<file path="src/sv/mvn_pkg.sv">
// ----------------------------------------------------------------------------
// mvn_pkg: shared types and constants of the mesh vertex normal engine
// Item and result layouts, state encodings, controller commands and status,
// multiplier operand tables and the saturating normal-sum adder.
// ----------------------------------------------------------------------------
package mvn_pkg;

    localparam int NUM_VERT = 64;
    localparam int VIDX_W   = 6;
    localparam int FACE_W   = 10;
    localparam int POS_W    = 16;
    localparam int DIFF_W   = 17;
    localparam int PROD_W   = 34;
    localparam int CROSS_W  = 35;
    localparam int SUM_W    = 24;
    localparam int NORM_W   = 16;
    localparam int CNT_W    = 7;
    localparam int SMAG_W   = 30;
    localparam int SQ_W     = 60;
    localparam int S_W      = 62;
    localparam int ROOT_W   = 31;
    localparam int DEN_W    = 32;
    localparam int QUO_W    = 15;
    localparam int NUM_W    = 46;
    localparam int NCNT_W   = 5;

    localparam logic [1:0] OP_LOAD   = 2'd0;
    localparam logic [1:0] OP_FACE   = 2'd1;
    localparam logic [1:0] OP_FINISH = 2'd2;

    localparam logic KIND_FACE = 1'b0;
    localparam logic KIND_VERT = 1'b1;

    localparam logic [CNT_W-1:0] VCOUNT_RESET = CNT_W'(NUM_VERT);

    localparam logic signed [SUM_W:0] SUM_HI = 25'sd8388607;
    localparam logic signed [SUM_W:0] SUM_LO = -25'sd8388608;

    typedef struct packed {
        logic [1:0]              opcode;
        logic [VIDX_W-1:0]       vertex_index;
        logic signed [POS_W-1:0] pos_x;
        logic signed [POS_W-1:0] pos_y;
        logic signed [POS_W-1:0] pos_z;
        logic [VIDX_W-1:0]       corner_a;
        logic [VIDX_W-1:0]       corner_b;
        logic [VIDX_W-1:0]       corner_c;
    } req_t;

    typedef struct packed {
        logic                     normal_kind;
        logic [FACE_W-1:0]        item_index;
        logic signed [NORM_W-1:0] norm_x;
        logic signed [NORM_W-1:0] norm_y;
        logic signed [NORM_W-1:0] norm_z;
        logic                     degenerate;
        logic                     last_of_run;
    } rsp_t;

    typedef struct packed {
        logic signed [POS_W-1:0] x;
        logic signed [POS_W-1:0] y;
        logic signed [POS_W-1:0] z;
    } pos_t;

    typedef struct packed {
        logic signed [SUM_W-1:0] sx;
        logic signed [SUM_W-1:0] sy;
        logic signed [SUM_W-1:0] sz;
    } sum_t;

    typedef enum logic [4:0] {
        S_IDLE,
        S_FRD_A,
        S_FRD_B,
        S_FRD_C,
        S_FCAP,
        S_FMUL,
        S_FNST,
        S_FNORM,
        S_FUPD_RD,
        S_FUPD_WR,
        S_FOUT,
        S_VRD,
        S_VCAP,
        S_VNORM,
        S_VOUT
    } ctrl_state_t;

    typedef enum logic [2:0] {
        N_IDLE,
        N_SHIFT,
        N_SQ,
        N_CHK,
        N_SQRT,
        N_DINIT,
        N_DIV,
        N_DONE
    } norm_state_t;

    typedef struct packed {
        logic       latch_item;
        logic       pos_wr;
        logic       pos_rd;
        logic       pos_cap;
        logic [1:0] cap_corner;
        logic [1:0] corner;
        logic       mul_clr;
        logic       mul_step;
        logic       norm_start;
        logic       norm_vert;
        logic       sum_rd;
        logic       sum_vert;
        logic       sum_wr;
        logic       vcnt_clr;
        logic       vcnt_inc;
        logic       out_face;
        logic       out_vert;
        logic       fcnt_inc;
        logic       finish_clr;
    } cmd_t;

    typedef struct packed {
        logic mul_done;
        logic norm_done;
        logic norm_deg;
        logic vcnt_last;
        logic out_free;
    } stat_t;

    // cross product term k uses d1[sel_a] * d2[sel_b]
    function automatic logic [1:0] mul_sel_a(input logic [2:0] k);
        logic [1:0] r;
        case (k)
            3'd0:    r = 2'd1;
            3'd1:    r = 2'd2;
            3'd2:    r = 2'd2;
            3'd3:    r = 2'd0;
            3'd4:    r = 2'd0;
            3'd5:    r = 2'd1;
            default: r = 2'd0;
        endcase
        return r;
    endfunction

    function automatic logic [1:0] mul_sel_b(input logic [2:0] k);
        logic [1:0] r;
        case (k)
            3'd0:    r = 2'd2;
            3'd1:    r = 2'd1;
            3'd2:    r = 2'd0;
            3'd3:    r = 2'd2;
            3'd4:    r = 2'd1;
            3'd5:    r = 2'd0;
            default: r = 2'd0;
        endcase
        return r;
    endfunction

    function automatic logic signed [SUM_W-1:0] sat_add(
        input logic signed [SUM_W-1:0]  a,
        input logic signed [NORM_W-1:0] b
    );
        logic signed [SUM_W:0] t;
        t = (SUM_W+1)'(a) + (SUM_W+1)'(b);
        if (t > SUM_HI)
            return SUM_HI[SUM_W-1:0];
        else if (t < SUM_LO)
            return SUM_LO[SUM_W-1:0];
        else
            return t[SUM_W-1:0];
    endfunction

endpackage

</file>
<file path="src/sv/mvn_ctrl.sv">
// ----------------------------------------------------------------------------
// mvn_ctrl: controller of the mesh vertex normal engine
// Sequences vertex loads, face processing and the finish walk over the
// vertex table by issuing commands to the datapath.
// ----------------------------------------------------------------------------
module mvn_ctrl (
    input  logic           clk,
    input  logic           rst_n,
    input  logic           req_valid,
    input  logic [1:0]     opcode,
    output logic           req_stall,
    output mvn_pkg::cmd_t  cmd,
    input  mvn_pkg::stat_t stat
);

    mvn_pkg::ctrl_state_t state_reg, state_next;
    logic [1:0]           corner_reg, corner_next;

    always_ff @(posedge clk or negedge rst_n)
    begin
        if (!rst_n)
        begin
            state_reg  <= mvn_pkg::S_IDLE;
            corner_reg <= '0;
        end
        else
        begin
            state_reg  <= state_next;
            corner_reg <= corner_next;
        end
    end

    always_comb
    begin
        state_next  = state_reg;
        corner_next = corner_reg;
        cmd         = '0;
        req_stall   = (state_reg != mvn_pkg::S_IDLE);
        case (state_reg)
            mvn_pkg::S_IDLE:
            begin
                if (req_valid)
                begin
                    cmd.latch_item = 1'b1;
                    case (opcode)
                        mvn_pkg::OP_LOAD:   cmd.pos_wr = 1'b1;
                        mvn_pkg::OP_FACE:   state_next = mvn_pkg::S_FRD_A;
                        mvn_pkg::OP_FINISH:
                        begin
                            cmd.vcnt_clr = 1'b1;
                            state_next   = mvn_pkg::S_VRD;
                        end
                        default:
                        begin
                        end
                    endcase
                end
            end
            mvn_pkg::S_FRD_A:
            begin
                cmd.pos_rd = 1'b1;
                cmd.corner = 2'd0;
                state_next = mvn_pkg::S_FRD_B;
            end
            mvn_pkg::S_FRD_B:
            begin
                cmd.pos_rd     = 1'b1;
                cmd.corner     = 2'd1;
                cmd.pos_cap    = 1'b1;
                cmd.cap_corner = 2'd0;
                state_next     = mvn_pkg::S_FRD_C;
            end
            mvn_pkg::S_FRD_C:
            begin
                cmd.pos_rd     = 1'b1;
                cmd.corner     = 2'd2;
                cmd.pos_cap    = 1'b1;
                cmd.cap_corner = 2'd1;
                state_next     = mvn_pkg::S_FCAP;
            end
            mvn_pkg::S_FCAP:
            begin
                cmd.pos_cap    = 1'b1;
                cmd.cap_corner = 2'd2;
                cmd.mul_clr    = 1'b1;
                state_next     = mvn_pkg::S_FMUL;
            end
            mvn_pkg::S_FMUL:
            begin
                cmd.mul_step = 1'b1;
                if (stat.mul_done)
                    state_next = mvn_pkg::S_FNST;
            end
            mvn_pkg::S_FNST:
            begin
                cmd.norm_start = 1'b1;
                state_next     = mvn_pkg::S_FNORM;
            end
            mvn_pkg::S_FNORM:
            begin
                if (stat.norm_done)
                begin
                    // a zero normal leaves the corner sums alone
                    corner_next = 2'd0;
                    state_next  = stat.norm_deg ? mvn_pkg::S_FOUT : mvn_pkg::S_FUPD_RD;
                end
            end
            mvn_pkg::S_FUPD_RD:
            begin
                cmd.sum_rd = 1'b1;
                cmd.corner = corner_reg;
                state_next = mvn_pkg::S_FUPD_WR;
            end
            mvn_pkg::S_FUPD_WR:
            begin
                cmd.sum_wr = 1'b1;
                cmd.corner = corner_reg;
                if (corner_reg == 2'd2)
                begin
                    state_next = mvn_pkg::S_FOUT;
                end
                else
                begin
                    corner_next = corner_reg + 2'd1;
                    state_next  = mvn_pkg::S_FUPD_RD;
                end
            end
            mvn_pkg::S_FOUT:
            begin
                if (stat.out_free)
                begin
                    cmd.out_face = 1'b1;
                    cmd.fcnt_inc = 1'b1;
                    state_next   = mvn_pkg::S_IDLE;
                end
            end
            mvn_pkg::S_VRD:
            begin
                cmd.sum_rd   = 1'b1;
                cmd.sum_vert = 1'b1;
                state_next   = mvn_pkg::S_VCAP;
            end
            mvn_pkg::S_VCAP:
            begin
                cmd.norm_start = 1'b1;
                cmd.norm_vert  = 1'b1;
                state_next     = mvn_pkg::S_VNORM;
            end
            mvn_pkg::S_VNORM:
            begin
                if (stat.norm_done)
                    state_next = mvn_pkg::S_VOUT;
            end
            mvn_pkg::S_VOUT:
            begin
                if (stat.out_free)
                begin
                    cmd.out_vert = 1'b1;
                    if (stat.vcnt_last)
                    begin
                        cmd.finish_clr = 1'b1;
                        state_next     = mvn_pkg::S_IDLE;
                    end
                    else
                    begin
                        cmd.vcnt_inc = 1'b1;
                        state_next   = mvn_pkg::S_VRD;
                    end
                end
            end
            default:
            begin
                state_next = mvn_pkg::S_IDLE;
            end
        endcase
    end

    a_out_free: assert property (@(posedge clk) disable iff (!rst_n)
        (cmd.out_face || cmd.out_vert) |-> stat.out_free)
        else $error("result loaded while result register occupied");

    a_face_start: assert property (@(posedge clk) disable iff (!rst_n)
        (state_reg == mvn_pkg::S_IDLE && req_valid && opcode == mvn_pkg::OP_FACE)
        |=> (state_reg == mvn_pkg::S_FRD_A))
        else $error("face transfer did not start corner reads");

    a_finish_last: assert property (@(posedge clk) disable iff (!rst_n)
        cmd.finish_clr |-> (cmd.out_vert && stat.vcnt_last))
        else $error("sums cleared before last vertex normal");

    a_norm_busy: assert property (@(posedge clk) disable iff (!rst_n)
        cmd.norm_start |=> !stat.norm_done)
        else $error("normalizer finished too early");

endmodule

</file>
<file path="config.mk">
export PLATFORM = sky130hd
export DESIGN_NAME = mvn_ctrl
export DESIGN_NICKNAME = d
export VERILOG_FILES = /design/src/sv/mvn_pkg.sv /design/src/sv/mvn_ctrl.sv
export SDC_FILE = /design/constraint.sdc
export NUM_CORES = 1
export LEC_CHECK = 0
export BUFFER_PORTS_ARGS = -buffer_cell sky130_fd_sc_hd__buf_2
export CORE_ASPECT_RATIO = 1.25
export CORE_MARGIN = 2
export CORE_UTILIZATION = 45
export CTS_BUF_LIST = sky130_fd_sc_hd__clkbuf_8
export CTS_CLUSTER_DIAMETER = 120
export DETAILED_ROUTE_END_ITERATION = 10
export PLACE_DENSITY_LB_ADDON = 0.12
export SYNTH_ARGS = -nofsm -noshare
export SYNTH_HDL_FRONTEND = slang
export SYNTH_SLANG_ARGS = --single-unit
</file>
<file path="constraint.sdc">
create_clock -name clk -period 1.5 [get_ports clk]
set_input_delay 0.15 -clock clk [delete_from_list [all_inputs] [get_ports clk]]
set_output_delay 0.15 -clock clk [all_outputs]
set_load 0.03 [all_outputs]
</file>
==> metrics.txt, run 1 <==
status did not finish; last flow stage reached global routing; tool error [ERROR DPL-0038] Utilization greater than 100%, impossible to legalize; simple-gate portion of the synthesized area 36.0%; YS warnings 0; FFs w/ async S/R, synth 100%; mux cell area share after synthesis roughly 2.7%; CTS HTree Levels 1; area of placed instances about 1100 sq um; Placement Setup Slack -0.0410 ns; Post-Synth Adder-Cell Area roughly 4.8%; clock sink total 6; Yosys top cell area share roughly a fifth; cts bufs inserted 3; worst_ep grt cmd[14]; clock buffer depth 2; Die X between 40 and 50 um; Initial Util 49.3%; Post-synth EDFFs 0; Port Buffers 31; Rows 16; synth top area cells dfrtp_1 (19%), nor2_1 (5.7%), ha_1 (4.8%); Seq/Total Area, Yosys between 10% and 20%; global placement routability congestion ~0.90; Main synth FF type dfrtp_1; XOR/XNOR Fraction of Synth Area about 1.1%; IO Count 32; largest family of logic cells by synthesized area simple AND/OR/NAND/NOR gates; Die Y just over 50 um; Yosys cell types 45; CTS root buffer clkbuf_8; FF+latch count, synth 6; Yosys top cell by area dfrtp_1; Net Count, Synth about 120; Post-Syn Area per Cell about 7.6 sq um; cells after synthesis about 100; Post-DP HPWL approximately 1700 um; worst_ep kind output port; complex-gate fraction of the synthesized area between 20 and 30%; largest net degree at the start of global routing 12; Post-Synthesis Cell Area just under 800 sq um
-- Yosys cell counts, types with 2 or more instances --
cell type,number
inv_2,2
nand2_1,5
or3b_1,2
a211oi_1,2
ha_1,3
nor4_2,2
o211ai_1,2
nor3_1,3
nand2b_1,5
and2_1,3
inv_1,5
and3_1,4
buf_4,4
nor2_1,12
o21ai_1,3
buf_2,5
dfrtp_1,6
a31oi_1,3
o21ai_0,2
nor3b_1,2
a21oi_1,5
-- metrics by stage --
stage	hold slack, ns	util (%)	instances	setup TNS [ns]
after detailed placement	-0.0270	69.6	162	-0.123
after CTS	0.279	90.2	181	-0.968
after floorplan	-0.146	-	104	-0.390
after global placement	-0.0276	69.6	162	-0.0349
-- cells by family after synthesis --
logic type / count (synthesis)
buffers and inverters: 17
multiplexers: 2
AO/OA/AOI/OAI: 28
XOR/XNOR: 1
AND/OR/NAND/NOR: 47
flip-flops: 6
adder cells (fa/ha/maj): 3
-- timing repair --
action,4_1_cts
pin swaps,12
hold endpoints to repair,6
hold buffers,1
gates resized for setup,48
setup buffers,15
setup endpoints to repair,27
==> run 2, diff against run 1 <==
==> config.mk (replaced) <==
export PLATFORM = sky130hd
export DESIGN_NAME = mvn_ctrl
export DESIGN_NICKNAME = d
export VERILOG_FILES = /design/src/sv/mvn_pkg.sv /design/src/sv/mvn_ctrl.sv
export SDC_FILE = /design/constraint.sdc
export NUM_CORES = 1
export LEC_CHECK = 0
export BUFFER_PORTS_ARGS = -buffer_cell sky130_fd_sc_hd__buf_2
export CORE_AREA = 2 2 63 65
export DETAILED_ROUTE_END_ITERATION = 10
export DIE_AREA = 0 0 65 67
export PLACE_DENSITY_LB_ADDON = 0.15
export SYNTH_ARGS = -nofsm -noshare
export SYNTH_HDL_FRONTEND = slang
export SYNTH_SLANG_ARGS = --single-unit
==> constraint.sdc (replaced) <==
create_clock -name clk -period 2 [get_ports clk]
set_input_delay 0.2 -clock clk [delete_from_list [all_inputs] [get_ports clk]]
set_output_delay 0.2 -clock clk [all_outputs]
set_load 0.03 [all_outputs]
==> run 2 against run 1 <==
Net effect: the run now ends clean; synthesized area did not move; synthesized cell count unchanged.
==> metrics.txt, run 2 <==
most common cell after layout, fill and taps aside buf_2; initial antenna violation count 0; die area 4360 sq um; worst setup path start state_reg[1]; NumNets Final between 100 and 150; Peak VDD IR about 400 uV; Rows 22 (+6); global placement routability congestion 0.739 (-18%); Max Cap Violations 0; Starting DRT DRC Count 38; worst slew pin tran around 0.47 ns; First-pass DRT Iterations 4; CTS tree built; synth top area cells dfrtp_1 (19%), nor2_1 (5.7%), ha_1 (4.8%); Yosys cell types 45 (unchanged); clock sink total 6 (unchanged); Worst Setup End Kind output pin; Initial Util 21.9% (-27 points); clock skew 0.00298 ns; number of global-route vias before repair 807; Post-synth EDFFs 0 (unchanged); CTS root buffer clkbuf_8; Worst EP required roughly 1.8 ns; DRC viols 0; Inst Count DP 178 (+9.9%); Net Count, Synth 117 (unchanged); Final Hold Vio Count 0; Layout area overhead 31.2%; Tmin final around 1.9 ns; IO Count 32 (unchanged); Detail Route Antenna Nets 0; worst reg2reg path startpoint state_reg[1]; Setup Crit Path Kind register to output pin; Yosys top cell by area dfrtp_1; largest net degree at the start of global routing 23; routed via count roughly 870; fin. max-slew vios 0; top post-synthesis cells by count nor2_1 (12), dfrtp_1 (6); first-pass GRT wire length 3710 um; Die Y 67 um (+32%); Post-Syn Area per Cell 7.59 sq um (unchanged); Worst-Skew Late Latency approximately 0.22 ns; Cell Pwr Density around 1600 nW/um^2; count leader, synth nor2_1; post-route insts no fill between 150 and 200; FF+latch count, synth 6 (unchanged); status complete, no violations; startpoint class of the critical path register; core area 3610 sq um; total track usage between 10% and 20%; Worst slew margin 69.0%; max reg flops 4; RSZ-0062 raised after global routing false; leakage power slightly above 0.5 nW; Ant. Diodes 0; Main synth FF type dfrtp_1; TNS Setup 0 ns; WL/cell ~12 um; Worst-path clk slew roughly 0.040 ns; Seq/Total Area, Yosys 19.0% (unchanged); Die X 65 um (+57%); final setup fails 0; DR vias/cell 4.75; most frequent cells in the layout buf_2 (31), nor2_1 (12); final wirelength between 2000 and 2500 um; cells after synthesis 104 (unchanged); clock buffer depth 2 (unchanged); Post-DP HPWL 1750 um (+2.7%); YS warnings 0 (unchanged); cts bufs inserted 3 (unchanged); Arrival @ worst endpoint 1.66 ns; Post-Synthesis Cell Area 790 sq um (unchanged); Hold WC Path Type primary input to asynchronous set/reset pin; FFs w/ async S/R, synth 100% (unchanged); CTS HTree Levels 1 (unchanged); post-CTS setup buffer count 0 (-15); maximum clock frequency ~540 MHz; crit path max fanout 16; part of the cycle the worst path needs ~93%; Port Buffers 31 (unchanged); layout cells sized above 1 a little over a third; gr ovfl total 0; Yosys top cell area share 19.0% (unchanged)
run 2: cell counts after synthesis:
No cell type changed its count.
run 2: path summary, 6_finish.rpt:
kind	endpoint	slack, ns	cells past startpoint
setup / recovery	cmd[16]	0.14	5
hold / removal	state_reg[1]	0.33	2
setup reg to reg	state_reg[0]	0.26	5
hold reg to reg	corner_reg[0]	0.53	1
max in group asynchronous	state_reg[0]	1.50	2
min in group clk	state_reg[3]	0.40	5
run 2: routing by layer:
metal  vias up  part of all wire [%]  track usage (%)  routed length, um
met5         -                     0                0                  0
met4         0                  0.36             2.39                  8
met3         2                   5.0             2.20                113
met2        23                    44             16.9                989
met1       404                    51             14.8               1140
li1        436                     -                -                  -
run 2: power by group:
| group | switching (mW) | internal [mW] |
|---|---|---|
| combinational | 0.734 | 0.446 |
| sequential | 0.149 | 0.179 |
| clock | 0.0552 | 0.130 |
run 2: critical path: stages, from the launching register on:
cell     delay [ns]
dfrtp_1        0.54
buf_4          0.26
nor2_1         0.22
inv_2          0.07
nor2_1         0.13
buf_2          0.21
run 2: cell type report:
| type | count | area, sq um |
|---|---|---|
| Multi-Input combinational cell | 81 | 554 |
| Inverter | 7 | 26.3 |
| Timing Repair Buffer | 37 | 203 |
| Tap cell | 48 | 60.1 |
| Sequential cell | 6 | 151 |
| Clock buffer | 3 | 41.3 |
| Fill cell | 414 | 2570 |
run 2: timing repair:
| item | 4_1_cts | 5_1_grt |
|---|---|---|
| gates resized for setup | 0 | 1 |
| hold buffers | 1 | 0 |
| endpoints found under the hold margin | 6 | 0 |
| setup endpoints to repair | 0 | 1 |
run 2: stage by stage:
stage	hold WS, ns	worst slack (ns)	area, sq um	power [mW]	util [%]
6_report	0.333	0.139	1040	1.69	28.7
3_5_place_dp	0.0418	0.216	983	1.51	27.3
5_1_grt	0.357	0.0133	1040	1.84	28.7
2_1_floorplan	-0.0956	0.0892	790	1.23	-
3_3_place_gp	0.0455	0.242	983	1.51	27.3
4_1_cts	0.336	0.116	1030	1.70	28.7
run 2: logic make-up (layout without fill, tap and decap cells):
kind of cell | after synthesis | after routing | synth area share (%)
flip-flops | 6 | 6 | 19.0
multiplexers | 2 | 2 | 2.69
buffers and inverters | 17 | 47 | 10.8
AO/OA/AOI/OAI | 28 | 28 | 25.7
AND/OR/NAND/NOR | 47 | 47 | 36.0
adder cells (fa/ha/maj) | 3 | 3 | 4.75
XOR/XNOR | 1 | 1 | 1.11
(Power assumes the default switching activity.)
